===== config.mk =====
export PLATFORM = sky130hd
export DESIGN_NAME = segmented_peak_gradient_fill
export DESIGN_NICKNAME = d
export VERILOG_FILES = /design/src/hw/rtl/spgf_pkg.sv /design/src/hw/rtl/spgf_div.sv /design/src/hw/rtl/spgf_mix.sv /design/src/hw/rtl/spgf_apb.sv /design/src/hw/rtl/segmented_peak_gradient_fill.sv
export SDC_FILE = /design/constraint.sdc
export NUM_CORES = 2
export LEC_CHECK = 0
export ABC_AREA = 0
export BUFFER_PORTS_ARGS = -buffer_cell sky130_fd_sc_hd__buf_4
export CORE_MARGIN = 2
export CORE_UTILIZATION = 69
export CTS_BUF_LIST = sky130_fd_sc_hd__clkbuf_4
export CTS_CLUSTER_DIAMETER = 40
export CTS_CLUSTER_SIZE = 40
export DETAILED_ROUTE_END_ITERATION = 10
export HOLD_SLACK_MARGIN = 0.02
export PLACE_DENSITY = 0.89
export SLEW_MARGIN = 15
export SYNTH_ARGS = -nofsm -noshare
export SYNTH_HDL_FRONTEND = slang
export SYNTH_SLANG_ARGS = --single-unit

===== constraint.sdc =====
create_clock -name i_clk -period 19.5 [get_ports i_clk]
set_input_delay 4.875 -clock i_clk [delete_from_list [all_inputs] [get_ports i_clk]]
set_output_delay 4.875 -clock i_clk [all_outputs]
set_load 0.1 [all_outputs]

===== src/hw/rtl/spgf_pkg.sv =====
// Package of the segmented peak gradient fill: transaction structs, handshake
// structs between the sequencer and its helper units, and fixed constants.
// No dependencies.
package spgf_pkg;

    // Input transaction: one rectangle request.
    typedef struct packed {
        logic signed [15:0] rect_x;
        logic signed [15:0] rect_y;
        logic signed [15:0] rect_w;
        logic signed [15:0] rect_h;
        logic signed [19:0] peak_pos;
        logic signed [15:0] band_start;
        logic signed [15:0] band_end;
    } t_in;

    // Output transaction: one segment.
    typedef struct packed {
        logic signed [16:0] seg_x;
        logic signed [15:0] seg_y;
        logic        [15:0] seg_width;
        logic        [14:0] seg_height;
        logic        [31:0] seg_color;
        logic               last_segment;
    } t_out;

    // Serial divider: widths and step count.
    localparam int DIV_STEPS = 16;
    localparam int DVD_W     = 16;
    localparam int DIVR_W    = 20;

    typedef struct packed {
        logic              start;
        logic [DIVR_W-1:0] rem_init;
        logic [DVD_W-1:0]  dividend;
        logic [DIVR_W-1:0] divisor;
    } t_div_req;

    typedef struct packed {
        logic              done;
        logic [DVD_W-1:0]  quot;
        logic [DIVR_W-1:0] rem;
    } t_div_rsp;

    // Quality and fraction, 16 fraction bits.
    localparam int Q_W = 17;
    localparam int F_W = 16;
    localparam logic [Q_W-1:0] Q_ONE = 17'h1_0000;

    typedef struct packed {
        logic           start;
        logic [Q_W-1:0] q;
    } t_mix_req;

    typedef struct packed {
        logic        done;
        logic [31:0] color;
    } t_mix_rsp;

    // Reciprocals for constant division: ceil by six on small widths and
    // the rounded 0.70 scaling (divide by ten).
    localparam int RECIP_SIX       = 683;
    localparam int RECIP_SIX_SHIFT = 12;
    localparam int RECIP_TEN       = 838861;
    localparam int RECIP_TEN_SHIFT = 23;
    localparam int SEG_PIX         = 6;

    // Configuration registers.
    localparam int APB_AW = 3;
    localparam logic REG_EDGE = 1'b0;
    localparam logic REG_PEAK = 1'b1;
    localparam logic [31:0] COLOR_RESET = 32'hFFFF_FFFF;

endpackage


===== src/hw/rtl/spgf_div.sv =====
// Shared restoring divider of the gradient fill, one quotient bit per cycle.
// Depends on spgf_pkg.
module spgf_div (
    input  logic              i_clk,
    input  logic              i_rst_n,
    input  spgf_pkg::t_div_req i_req,
    output spgf_pkg::t_div_rsp o_rsp
);

    localparam int CNT_W = $clog2(spgf_pkg::DIV_STEPS);

    logic                          r_busy;
    logic                          r_done;
    logic [CNT_W-1:0]              r_cnt;
    logic [spgf_pkg::DIVR_W-1:0]   r_rem;
    logic [spgf_pkg::DVD_W-1:0]    r_dvd;
    logic [spgf_pkg::DVD_W-1:0]    r_quot;
    logic [spgf_pkg::DIVR_W-1:0]   r_divisor;

    logic [spgf_pkg::DIVR_W:0]     trial;
    logic                          fits;
    logic [spgf_pkg::DIVR_W-1:0]   n_rem;

    // Shift the next dividend bit in and subtract where the divisor fits.
    assign trial = {r_rem, r_dvd[spgf_pkg::DVD_W-1]};
    assign fits  = trial >= {1'b0, r_divisor};
    assign n_rem = fits ? spgf_pkg::DIVR_W'(trial - {1'b0, r_divisor})
                        : trial[spgf_pkg::DIVR_W-1:0];

    always_ff @(posedge i_clk) begin
        if (!i_rst_n) begin
            r_busy <= 1'b0;
            r_done <= 1'b0;
            r_cnt  <= '0;
        end else begin
            r_done <= 1'b0;
            if (i_req.start) begin
                r_busy <= 1'b1;
                r_cnt  <= '0;
            end else if (r_busy) begin
                r_cnt <= r_cnt + CNT_W'(1);
                if (r_cnt == CNT_W'(spgf_pkg::DIV_STEPS - 1)) begin
                    r_busy <= 1'b0;
                    r_done <= 1'b1;
                end
            end
        end
    end

    always_ff @(posedge i_clk) begin
        if (i_req.start) begin
            r_rem     <= i_req.rem_init;
            r_dvd     <= i_req.dividend;
            r_divisor <= i_req.divisor;
            r_quot    <= '0;
        end else if (r_busy) begin
            r_rem  <= n_rem;
            r_dvd  <= {r_dvd[spgf_pkg::DVD_W-2:0], 1'b0};
            r_quot <= {r_quot[spgf_pkg::DVD_W-2:0], fits};
        end
    end

    assign o_rsp.done = r_done;
    assign o_rsp.quot = r_quot;
    assign o_rsp.rem  = r_rem;

endmodule


===== src/hw/rtl/spgf_mix.sv =====
// Colour mixer of the gradient fill: scales the quality by 0.70 and blends
// the four colour bytes one per cycle through a single multiplier.
// Depends on spgf_pkg.
module spgf_mix (
    input  logic               i_clk,
    input  logic               i_rst_n,
    input  spgf_pkg::t_mix_req i_req,
    input  logic [31:0]        i_rim_colour,
    input  logic [31:0]        i_apex_colour,
    output spgf_pkg::t_mix_rsp o_rsp
);

    logic                     r_busy;
    logic                     r_done;
    logic [1:0]               r_k;
    logic [spgf_pkg::F_W-1:0] r_f;
    logic [31:0]              r_color;

    logic [19:0]        scaled;
    logic [38:0]        f_prod;
    logic [7:0]         byte_a;
    logic [7:0]         byte_b;
    logic signed [8:0]  diff;
    logic signed [25:0] blend;
    logic signed [25:0] mixed;

    // f = floor((7q + 5) / 10), done as a multiply by a scaled reciprocal.
    assign scaled = 20'(i_req.q) * 20'd7 + 20'd5;
    assign f_prod = 39'(scaled) * 39'(spgf_pkg::RECIP_TEN);

    assign byte_a = i_rim_colour[8*r_k +: 8];
    assign byte_b = i_apex_colour[8*r_k +: 8];
    assign diff   = $signed({1'b0, byte_b}) - $signed({1'b0, byte_a});
    assign blend  = diff * $signed({1'b0, r_f});
    assign mixed  = $signed({2'b00, byte_a, 16'h0000}) + blend + 26'sd32768;

    always_ff @(posedge i_clk) begin
        if (!i_rst_n) begin
            r_busy <= 1'b0;
            r_done <= 1'b0;
            r_k    <= '0;
        end else begin
            r_done <= 1'b0;
            if (i_req.start) begin
                r_busy <= 1'b1;
                r_k    <= '0;
            end else if (r_busy) begin
                r_k <= r_k + 2'd1;
                if (r_k == 2'd3) begin
                    r_busy <= 1'b0;
                    r_done <= 1'b1;
                end
            end
        end
    end

    always_ff @(posedge i_clk) begin
        if (i_req.start) begin
            r_f <= f_prod[spgf_pkg::RECIP_TEN_SHIFT +: spgf_pkg::F_W];
        end else if (r_busy) begin
            r_color <= {mixed[23:16], r_color[31:8]};
        end
    end

    assign o_rsp.done  = r_done;
    assign o_rsp.color = r_color;

endmodule


===== src/hw/rtl/spgf_apb.sv =====
// Configuration registers of the gradient fill behind an APB-style port:
// edge colour and peak colour. Depends on spgf_pkg.
module spgf_apb (
    input  logic                        i_clk,
    input  logic                        i_rst_n,
    input  logic                        psel,
    input  logic                        penable,
    input  logic                        pwrite,
    input  logic [spgf_pkg::APB_AW-1:0] paddr,
    input  logic [31:0]                 pwdata,
    output logic [31:0]                 prdata,
    output logic                        pready,
    output logic [31:0]                 o_rim_colour,
    output logic [31:0]                 o_apex_colour
);

    logic [31:0] r_rim_colour;
    logic [31:0] r_apex_colour;
    logic        wr_en;

    assign pready = 1'b1;
    assign wr_en  = psel & penable & pwrite;

    always_ff @(posedge i_clk) begin
        if (!i_rst_n) begin
            r_rim_colour  <= spgf_pkg::COLOR_RESET;
            r_apex_colour <= spgf_pkg::COLOR_RESET;
        end else if (wr_en) begin
            case (paddr[2])
                spgf_pkg::REG_EDGE: r_rim_colour  <= pwdata;
                spgf_pkg::REG_PEAK: r_apex_colour <= pwdata;
                default: ;
            endcase
        end
    end

    always_comb begin
        case (paddr[2])
            spgf_pkg::REG_EDGE: prdata = r_rim_colour;
            spgf_pkg::REG_PEAK: prdata = r_apex_colour;
            default:            prdata = '0;
        endcase
    end

    assign o_rim_colour  = r_rim_colour;
    assign o_apex_colour = r_apex_colour;

endmodule


===== src/hw/rtl/segmented_peak_gradient_fill.sv =====
// Segmented peak gradient fill. Each input transaction describes one
// rectangle; the block cuts its width into ceil(w/6) vertical segments (at
// most MAX_SEGMENTS and never more than the width) and sends one output
// transaction per segment, the final one marked with last_segment. A negative
// width extends leftwards; a zero width or a height of zero or less produces
// no output at all. Each segment's colour blends the edge colour towards the
// peak colour by 0.70 times a triangular quality of the segment midpoint
// against the peak, which is clamped into the band. One rectangle is worked
// on at a time and the input is stalled until its last segment has been
// taken. Setup is dominated by one pass of the serial divider to split the
// width evenly. Each segment then passes through the boundary, quality and
// mixer steps, with a pass of the divider added when the quality needs a
// true division, plus any output stall; the shared divider retires one
// quotient bit per cycle, and the mixer blends one colour byte per cycle.
module segmented_peak_gradient_fill #(
    parameter int MAX_SEGMENTS = 64
) (
    input  logic                        i_clk,
    input  logic                        i_rst_n,
    input  logic                        i_in_valid,
    output logic                        o_in_stall,
    input  spgf_pkg::t_in               i_in_data,
    output logic                        o_out_valid,
    input  logic                        i_out_stall,
    output spgf_pkg::t_out              o_out_data,
    input  logic                        psel,
    input  logic                        penable,
    input  logic                        pwrite,
    input  logic [spgf_pkg::APB_AW-1:0] paddr,
    input  logic [31:0]                 pwdata,
    output logic [31:0]                 prdata,
    output logic                        pready
);

    // Width of a segment count or index; the count can equal MAX_SEGMENTS.
    localparam int N_W     = $clog2(MAX_SEGMENTS + 1);
    // Widths above this always give the full number of segments.
    localparam int SEG_LIM = spgf_pkg::SEG_PIX * (MAX_SEGMENTS - 1);

    localparam logic [3:0] ST_IDLE   = 4'd0;
    localparam logic [3:0] ST_PREP   = 4'd1;
    localparam logic [3:0] ST_WSTART = 4'd2;
    localparam logic [3:0] ST_DIVW   = 4'd3;
    localparam logic [3:0] ST_SEGA   = 4'd4;
    localparam logic [3:0] ST_SEGB   = 4'd5;
    localparam logic [3:0] ST_SEGC   = 4'd6;
    localparam logic [3:0] ST_DIVQ   = 4'd7;
    localparam logic [3:0] ST_MIXS   = 4'd8;
    localparam logic [3:0] ST_MIX    = 4'd9;
    localparam logic [3:0] ST_OUT    = 4'd10;

    logic [3:0] r_state;

    // Captured request and per-rectangle values.
    spgf_pkg::t_in       r_req;
    logic signed [16:0]  r_x;
    logic [15:0]         r_y;
    logic [14:0]         r_h;
    logic [15:0]         r_w;
    logic [N_W-1:0]      r_nseg;
    logic signed [19:0]  r_s16;
    logic signed [19:0]  r_e16;
    logic signed [19:0]  r_p;

    // Even split of the width: w = qw * n + rw, walked Bresenham-style.
    logic [15:0]         r_qw;
    logic [N_W-1:0]      r_rw;
    logic [15:0]         r_acc_q;
    logic [N_W-1:0]      r_acc_r;
    logic [N_W-1:0]      r_idx;

    // Current segment.
    logic signed [16:0]  r_sx;
    logic [15:0]         r_sw;
    logic signed [21:0]  r_d;
    logic signed [22:0]  r_num;
    logic [spgf_pkg::Q_W-1:0] r_q;

    spgf_pkg::t_out      r_out;
    logic                r_out_valid;

    logic [31:0]         rim_colour;
    logic [31:0]         apex_colour;
    spgf_pkg::t_div_req  div_req;
    spgf_pkg::t_div_rsp  div_rsp;
    spgf_pkg::t_mix_req  mix_req;
    spgf_pkg::t_mix_rsp  mix_rsp;

    logic                in_acc;
    logic                out_acc;

    // Set-up arithmetic on the captured request.
    logic                empty_req;
    logic                w_neg;
    logic [15:0]         w_abs;
    logic signed [16:0]  x_adj;
    logic                many_segs;
    logic [8:0]          w_small;
    logic [18:0]         ceil_prod;
    logic [N_W-1:0]      nseg;
    logic signed [19:0]  s16;
    logic signed [19:0]  e16;
    logic signed [19:0]  p_clamp;

    // Segment boundary step.
    logic [N_W:0]        sum_r;
    logic                carry;
    logic [15:0]         sw;
    logic signed [16:0]  sx;

    // Quality set-up.
    logic signed [21:0]  mid;
    logic signed [21:0]  p_ext;
    logic                on_rise;
    logic signed [21:0]  d_val;
    logic signed [22:0]  num_val;
    logic                d_le0;
    logic                num_le0;
    logic                num_ge_d;
    logic                need_div;

    logic                is_last;

    assign in_acc  = i_in_valid & ~o_in_stall;
    assign out_acc = r_out_valid & ~i_out_stall;

    assign o_in_stall  = (r_state != ST_IDLE);
    assign o_out_valid = r_out_valid;
    assign o_out_data  = r_out;

    spgf_apb u_apb (
        .i_clk         (i_clk),
        .i_rst_n       (i_rst_n),
        .psel          (psel),
        .penable       (penable),
        .pwrite        (pwrite),
        .paddr         (paddr),
        .pwdata        (pwdata),
        .prdata        (prdata),
        .pready        (pready),
        .o_rim_colour  (rim_colour),
        .o_apex_colour (apex_colour)
    );

    spgf_div u_div (
        .i_clk   (i_clk),
        .i_rst_n (i_rst_n),
        .i_req   (div_req),
        .o_rsp   (div_rsp)
    );

    spgf_mix u_mix (
        .i_clk         (i_clk),
        .i_rst_n       (i_rst_n),
        .i_req         (mix_req),
        .i_rim_colour  (rim_colour),
        .i_apex_colour (apex_colour),
        .o_rsp         (mix_rsp)
    );

    // A rectangle with no width or no positive height draws nothing. A
    // negative width moves the left edge to x + w and uses the magnitude.
    assign empty_req = (r_req.rect_w == 16'sd0) | r_req.rect_h[15] |
                       (r_req.rect_h == 16'sd0);
    assign w_neg     = r_req.rect_w[15];
    assign w_abs     = w_neg ? 16'(-r_req.rect_w) : r_req.rect_w;
    assign x_adj     = w_neg ? 17'(r_req.rect_x) + 17'(r_req.rect_w)
                             : 17'(r_req.rect_x);

    // Segment count: ceil(w/6) through a reciprocal multiply, which is exact
    // for the small widths where the count stays under the maximum.
    assign many_segs = (17'(w_abs) > 17'(SEG_LIM));
    assign w_small   = w_abs[8:0] + 9'd5;
    assign ceil_prod = 19'(w_small) * 19'(spgf_pkg::RECIP_SIX);
    assign nseg      = many_segs ? N_W'(MAX_SEGMENTS)
                                 : N_W'(ceil_prod[18:spgf_pkg::RECIP_SIX_SHIFT]);

    // The band in sixteenths of a pixel, and the peak clamped into it. With a
    // reversed band the lower clamp wins, as the order of tests dictates.
    assign s16     = {r_req.band_start, 4'h0};
    assign e16     = {r_req.band_end, 4'h0};
    assign p_clamp = (r_req.peak_pos < s16) ? s16 :
                     (r_req.peak_pos > e16) ? e16 : r_req.peak_pos;

    // Next boundary: advance the quotient and fold the remainder back.
    assign sum_r = {1'b0, r_acc_r} + {1'b0, r_rw};
    assign carry = (sum_r >= {1'b0, r_nseg});
    assign sw    = r_qw + 16'(carry);
    assign sx    = r_x + $signed({1'b0, r_acc_q});

    // Midpoint of the segment in sixteenths, then the rising or falling side
    // of the triangle depending on where it lies against the peak.
    assign mid     = $signed({r_sx[16], r_sx, 4'h0}) + $signed({3'b000, r_sw, 3'b000});
    assign p_ext   = 22'(r_p);
    assign on_rise = (mid <= p_ext);
    assign d_val   = on_rise ? 22'(r_p) - 22'(r_s16) : 22'(r_e16) - 22'(r_p);
    assign num_val = on_rise ? 23'(mid) - 23'(r_s16) : 23'(r_e16) - 23'(mid);

    // A flat side gives full quality, and so does a midpoint at or past the
    // far end of its side; a midpoint outside the side gives none.
    assign d_le0    = r_d[21] | (r_d == 22'sd0);
    assign num_le0  = r_num[22] | (r_num == 23'sd0);
    assign num_ge_d = (r_num >= 23'(r_d));
    assign need_div = ~(d_le0 | num_ge_d) & ~num_le0;

    assign is_last = (r_idx == r_nseg - N_W'(1));

    // The divider is shared: once per rectangle for the even split of the
    // width, then for num * 65536 / d on each segment that needs a true
    // division, where num < d so the quotient needs only sixteen bits.
    always_comb begin
        div_req = '0;
        if (r_state == ST_WSTART) begin
            div_req.start    = 1'b1;
            div_req.dividend = r_w;
            div_req.divisor  = spgf_pkg::DIVR_W'(r_nseg);
        end else if ((r_state == ST_SEGC) && need_div) begin
            div_req.start    = 1'b1;
            div_req.rem_init = r_num[spgf_pkg::DIVR_W-1:0];
            div_req.divisor  = r_d[spgf_pkg::DIVR_W-1:0];
        end
    end

    assign mix_req.start = (r_state == ST_MIXS);
    assign mix_req.q     = r_q;

    // Sequencer.
    always_ff @(posedge i_clk) begin
        if (!i_rst_n) begin
            r_state     <= ST_IDLE;
            r_out_valid <= 1'b0;
        end else begin
            case (r_state)
                ST_IDLE: begin
                    if (in_acc) begin
                        r_state <= ST_PREP;
                    end
                end
                ST_PREP: begin
                    r_state <= empty_req ? ST_IDLE : ST_WSTART;
                end
                ST_WSTART: begin
                    r_state <= ST_DIVW;
                end
                ST_DIVW: begin
                    if (div_rsp.done) begin
                        r_state <= ST_SEGA;
                    end
                end
                ST_SEGA: begin
                    r_state <= ST_SEGB;
                end
                ST_SEGB: begin
                    r_state <= ST_SEGC;
                end
                ST_SEGC: begin
                    r_state <= need_div ? ST_DIVQ : ST_MIXS;
                end
                ST_DIVQ: begin
                    if (div_rsp.done) begin
                        r_state <= ST_MIXS;
                    end
                end
                ST_MIXS: begin
                    r_state <= ST_MIX;
                end
                ST_MIX: begin
                    if (mix_rsp.done) begin
                        r_out_valid <= 1'b1;
                        r_state     <= ST_OUT;
                    end
                end
                ST_OUT: begin
                    if (out_acc) begin
                        r_out_valid <= 1'b0;
                        r_state     <= r_out.last_segment ? ST_IDLE : ST_SEGA;
                    end
                end
                default: begin
                    r_state     <= ST_IDLE;
                    r_out_valid <= 1'b0;
                end
            endcase
        end
    end

    // Datapath registers.
    always_ff @(posedge i_clk) begin
        if (in_acc) begin
            r_req <= i_in_data;
        end
        if (r_state == ST_PREP) begin
            r_x    <= x_adj;
            r_y    <= r_req.rect_y;
            r_h    <= r_req.rect_h[14:0];
            r_w    <= w_abs;
            r_nseg <= nseg;
            r_s16  <= s16;
            r_e16  <= e16;
            r_p    <= p_clamp;
        end
        if ((r_state == ST_DIVW) && div_rsp.done) begin
            r_qw    <= div_rsp.quot;
            r_rw    <= div_rsp.rem[N_W-1:0];
            r_acc_q <= '0;
            r_acc_r <= '0;
            r_idx   <= '0;
        end
        if (r_state == ST_SEGA) begin
            r_sx    <= sx;
            r_sw    <= sw;
            r_acc_q <= r_acc_q + sw;
            r_acc_r <= carry ? N_W'(sum_r - {1'b0, r_nseg}) : sum_r[N_W-1:0];
        end
        if (r_state == ST_SEGB) begin
            r_d   <= d_val;
            r_num <= num_val;
        end
        if (r_state == ST_SEGC) begin
            r_q <= (d_le0 | num_ge_d) ? spgf_pkg::Q_ONE : '0;
        end
        if ((r_state == ST_DIVQ) && div_rsp.done) begin
            r_q <= spgf_pkg::Q_W'(div_rsp.quot);
        end
        if ((r_state == ST_MIX) && mix_rsp.done) begin
            r_out.seg_x        <= r_sx;
            r_out.seg_y        <= r_y;
            r_out.seg_width    <= r_sw;
            r_out.seg_height   <= r_h;
            r_out.seg_color    <= mix_rsp.color;
            r_out.last_segment <= is_last;
        end
        if ((r_state == ST_OUT) && out_acc) begin
            r_idx <= r_idx + N_W'(1);
        end
    end

endmodule


# After elaboration in Yosys (flattened, before gate mapping)
# Index checks and enable logic that the tools add are counted.
# word_totals
out_inout_bits,132
inputBits,158
ram_bits,0
mem_bits_ro,0
mem_count,0
latch_bits,0
wordCells,198
reg_bits,683
# op_classes
n_eq_ne,18
muxes,47
bitwise_logic,21
shift,2
n_div,0
magnitude_cmp,7
multipliers,4
reduce_logical,27
n_addsub,22
# ops
cell,count
$mux W16,8
$mux W20,6
$pmux W32 S2,1
$shiftx A32 B6 Y8,2
$pmux W4 S11,1
$mux W7,6
$sub A20 B20 Y21,2
$mul A20 B20 Y39 const B,1
$mux W17,2
$logic_not A16 Y1,2
$add A24 B17 Y24 const B,1
$add A24 B24 Y24,1
$mul A9 B17 Y24,1
$mux W4,6
$ge A23 B22 Y1,1
$logic_not A23 Y1,1
$mux W23,1
$sub A20 B22 Y23,1
$sub A22 B20 Y23,1
$add A21 B20 Y22,1
$le A22 B20 Y1,1
$logic_not A22 Y1,1
$mux W22,1
$ge A21 B20 Y1,1
47 further kinds,98

# Depth between registers and ports, before layout
# logic_depth
word_depth,9
depth_mapped,38
depth_no_buf,37

# By module
# From an unflattened synthesis, not the netlist that was laid out.
# unflattened
hier_cells,4412
hier_area_um2,49572.5
# modules_own_cells
module,seq_area_each_um2,area_each_um2,cells_each,instances
segmented_peak_gradient_fill,14503.9,27304.9,2269,1
spgf_mix,1521.5,14875.5,1467,1
spgf_div,2122.0,4314.1,393,1
spgf_apb,1281.2,3078.0,283,1

# Least setup slack after synthesis
# Ideal clock, no wire load.
# synth_timing
path_type,in2out
start,in paddr[2] in the netlist's numbering
end,out prdata[10]
cell_stages,3
required_time_ns,14.625
n_path_buf,2
path_slack_ns,8.573
arrival_ns,6.052
cell_sequence,clkbuf_1 -> buf_1 -> mux2_2
# synth_between
elab_chain_len,2
# synth_lines
item,line_no,text
"start, declared",segmented_peak_gradient_fill.sv:29,"input logic [spgf_pkg::APB_AW-1:0] paddr,"
$not A1 Y1,spgf_apb.sv:38,case (paddr[2])
$pmux W32 S2 (*),spgf_apb.sv:38,
"end, declared",segmented_peak_gradient_fill.sv:31,"output logic [31:0] prdata,"
# Mark *: on every way between the ends. The rest lies on a longest branch, timed or not.

# Final worst setup path
# layout_timing
start,in paddr[2] in the netlist's numbering
end,out prdata[12]
# The elaborated chain is that of the path after synthesis.

==> impl_metrics.tcl <==
set metrics [dict create \
    coreArea_um2 68800 \
    avgSynthCellArea_um2 11.0 \
    final_net_count 5700 \
    clockRootBuffer "clkbuf_4" \
    drtIter0Drc 2615 \
    ys_seq_elements 679 \
    status "finished clean" \
    grt_util_met1 0.384 \
    setup_violations 0 \
    die_width_um 268 \
    postLayoutCellArea_um2 52900 \
    placed_cell_area_um2 51400 \
    seq_area_um2 19400 \
    hold_violations 0 \
    fillers 4257 \
    rsz0062_at_grt "no" \
    synthTopCellsByArea "edfxtp_1 (36%), ha_1 (15%), fa_1 (12%)" \
    netlist_instances 4370 \
    pre_cts_slack_ns 8.66 \
    die-area_um2 71900 \
    ctsHoldBuffers 0 \
    yosys_warnings 0 \
    max_freq_mhz 92.1 \
    grt_pass1_vias 34100 \
    async_flop_share 0 \
    gp_congestion 0.957 \
    vias 33800 \
    cp-start-kind "input port" \
    initial_utilization 0.699 \
    clockBufferDepth 3 \
    yosys_most_used_dff "edfxtp_1" \
    setup_ws_ns 8.65 \
    post_cts_buffers 0 \
    grt_busiest_layer "met2" \
    maxCapViolCount 0 \
    use_met2 0.529 \
    final.period_utilization 0.557 \
    synth.top_cell.area_share 0.364 \
    netlist_top_cells_count "inv_1 (641), edfxtp_1 (583), ha_1 (569), nand2_1 (365), fa_1 (288)" \
    period_minus_slack_ns 10.85 \
    cts.sinks 679 \
    synth.most_common_cell "inv_1" \
    multiInputGateArea_um2 26000 \
    numCtsBuffers 90 \
    area_delta_synth_final_pct 9.89 \
    dp_hpwl_mm 83.8 \
    holdWs_ns 0.394 \
    grt_first_pass_wirelength_mm 173 \
    wirelength_mm 109 \
    endpoint_kind "output pin" \
    skew_ns 0.130 \
    cts_tree "yes" \
    worstPathArrival_ns 5.98 \
    drc 0 \
    cts_resized 0 \
    grt_max_degree 76 \
    gr-usage-met3 0.0441 \
    wl_per_cell_um 19.1 \
    ios 290 \
    first_pass_iters 7 \
    synth.cell_area_um2 48100 \
    synthDistinctLibCells 81 \
    clk_latency_ns 0.93 \
    antenna_found_initial 1 \
    dieHeight_um 268 \
    overflow 0 \
    grt_usage 0.307 \
    cp.required_ns 14.62 \
    worstMarginPinSlew_ns 1.17 \
    maxSlewViolCount 0 \
    hold_class "reg -> reg" \
    synth-edff-count 583 \
    drtAntennaViolNets 0 \
    path_clk_slew_ns 0.13 \
    drive_above_1_share 0.126 \
    path_max_fanout 35 \
    syn_nets 5385 \
    critical_path_class "in -> out" \
    avgViaCountPerCell 5.93 \
    synth_top_area_cell "edfxtp_1" \
    synth-seq-area-share 0.404 \
    setup_tns_ns 0 \
    rows 96 \
    htree_num_levels 3 \
    io_buffers 286 \
    max_slew_margin 0.216 \
]
==> sequential cells by signal (all words and copies together), names as in the netlist, 17 cells and up <==
signal               cells
r_num                   20
u_apb.o_rim_colour      32
r_q                     17
r_d                     21
u_div.r_divisor         20
r_x                     17
r_p                     20
u_mix.r_color           32
u_apb.o_apex_colour     32
o_out_data              97
u_div.r_rem             20
r_sx                    17
r_req                  100
==> metal layers <==
layer	wire, um	vias to the layer above
met2	53900	1323
met4	5530	0
met5	0	-
li1	-	15800
met3	7090	305
met1	42100	16400
==> kinds of logic (layout without fill, tap and decap cells) <==
| family | count (synthesis) | in the layout | share of synthesized area |
|---|---|---|---|
| compound gates | 592 | 592 | 0.0805 |
| fa+ha+maj | 857 | 857 | 0.268 |
| buf+inv | 733 | 1126 | 0.0574 |
| mux | 130 | 130 | 0.0325 |
| other cells | 1 | 6 | 0.0000779 |
| simple gates | 1119 | 1119 | 0.111 |
| flops | 679 | 679 | 0.404 |
| xor+xnor | 259 | 259 | 0.0471 |
==> worst paths after layout <==
check | endpoint | slack, ns | depth (start not counted) | from
min | o_out_data[33]$_DFFE_PP_ | 0.39 | 0 | r_h[0]$_DFFE_PP_
min reg2reg | o_out_data[33]$_DFFE_PP_ | 0.39 | 0 | r_h[0]$_DFFE_PP_
max | prdata[12] | 8.65 | 3 | paddr[2]
max reg2reg | u_mix.r_f[11]$_DFFE_PP_ | 9.10 | 33 | r_q[1]$_SDFFCE_PN0P_
==> placed cells by master, fill, tap and decap left out, types with 10 or more instances in the layout <==
master / Yosys / routed
a211oi_1: 20 / 20
a31oi_1: 22 / 22
edfxtp_1: 583 / 583
clkbuf_4: 0 / 102
or3_1: 17 / 17
nor2b_1: 32 / 31
mux2i_1: 64 / 63
xnor2_1: 170 / 170
o31ai_1: 19 / 19
and3_1: 32 / 31
o21ai_0: 115 / 115
ha_1: 569 / 569
mux2_2: 50 / 50
nand2_1: 365 / 365
o21a_1: 28 / 28
inv_1: 641 / 641
nor4_1: 20 / 19
o211ai_1: 11 / 11
or2_2: 25 / 25
dfxtp_1: 96 / 96
and2_1: 70 / 70
xor2_1: 89 / 89
nand3_1: 131 / 131
nor2_1: 228 / 223
a21oi_1: 162 / 162
clkinv_4: 0 / 10
mux4_2: 16 / 16
o21bai_1: 21 / 21
fa_1: 288 / 288
inv_8: 0 / 15
nand4_1: 32 / 32
a211o_1: 11 / 11
a21o_1: 77 / 77
a21boi_0: 11 / 11
nand2b_1: 62 / 62
buf_4: 1 / 313
nor3_1: 73 / 73
==> worst max-delay path, cell delays in order <==
cell,delay (ns)
buf_4,0.40
mux2_2,0.44
buf_4,0.25
==> metrics by stage <==
stage / std cells / utilization
after floorplan: 4370 / -
after global placement: 5523 / 0.746
after detailed placement: 5523 / 0.746
after CTS: 5693 / 0.768
after global routing: 5699 / 0.769
final: 5699 / 0.769
==> layout make-up <==
type                            count  area share
Inverter                          642      0.0456
Tap cell                          931      0.0220
Antenna cell                        5    0.000237
Multi-Input combinational cell   2958       0.492
Timing Repair Buffer              314      0.0448
Clock inverter                     68      0.0137
Sequential cell                   679       0.367
Clock buffer                      102      0.0145
Power is not shown: default switching activity piles up to over one toggle a cycle in this logic, so the estimate is an artifact.
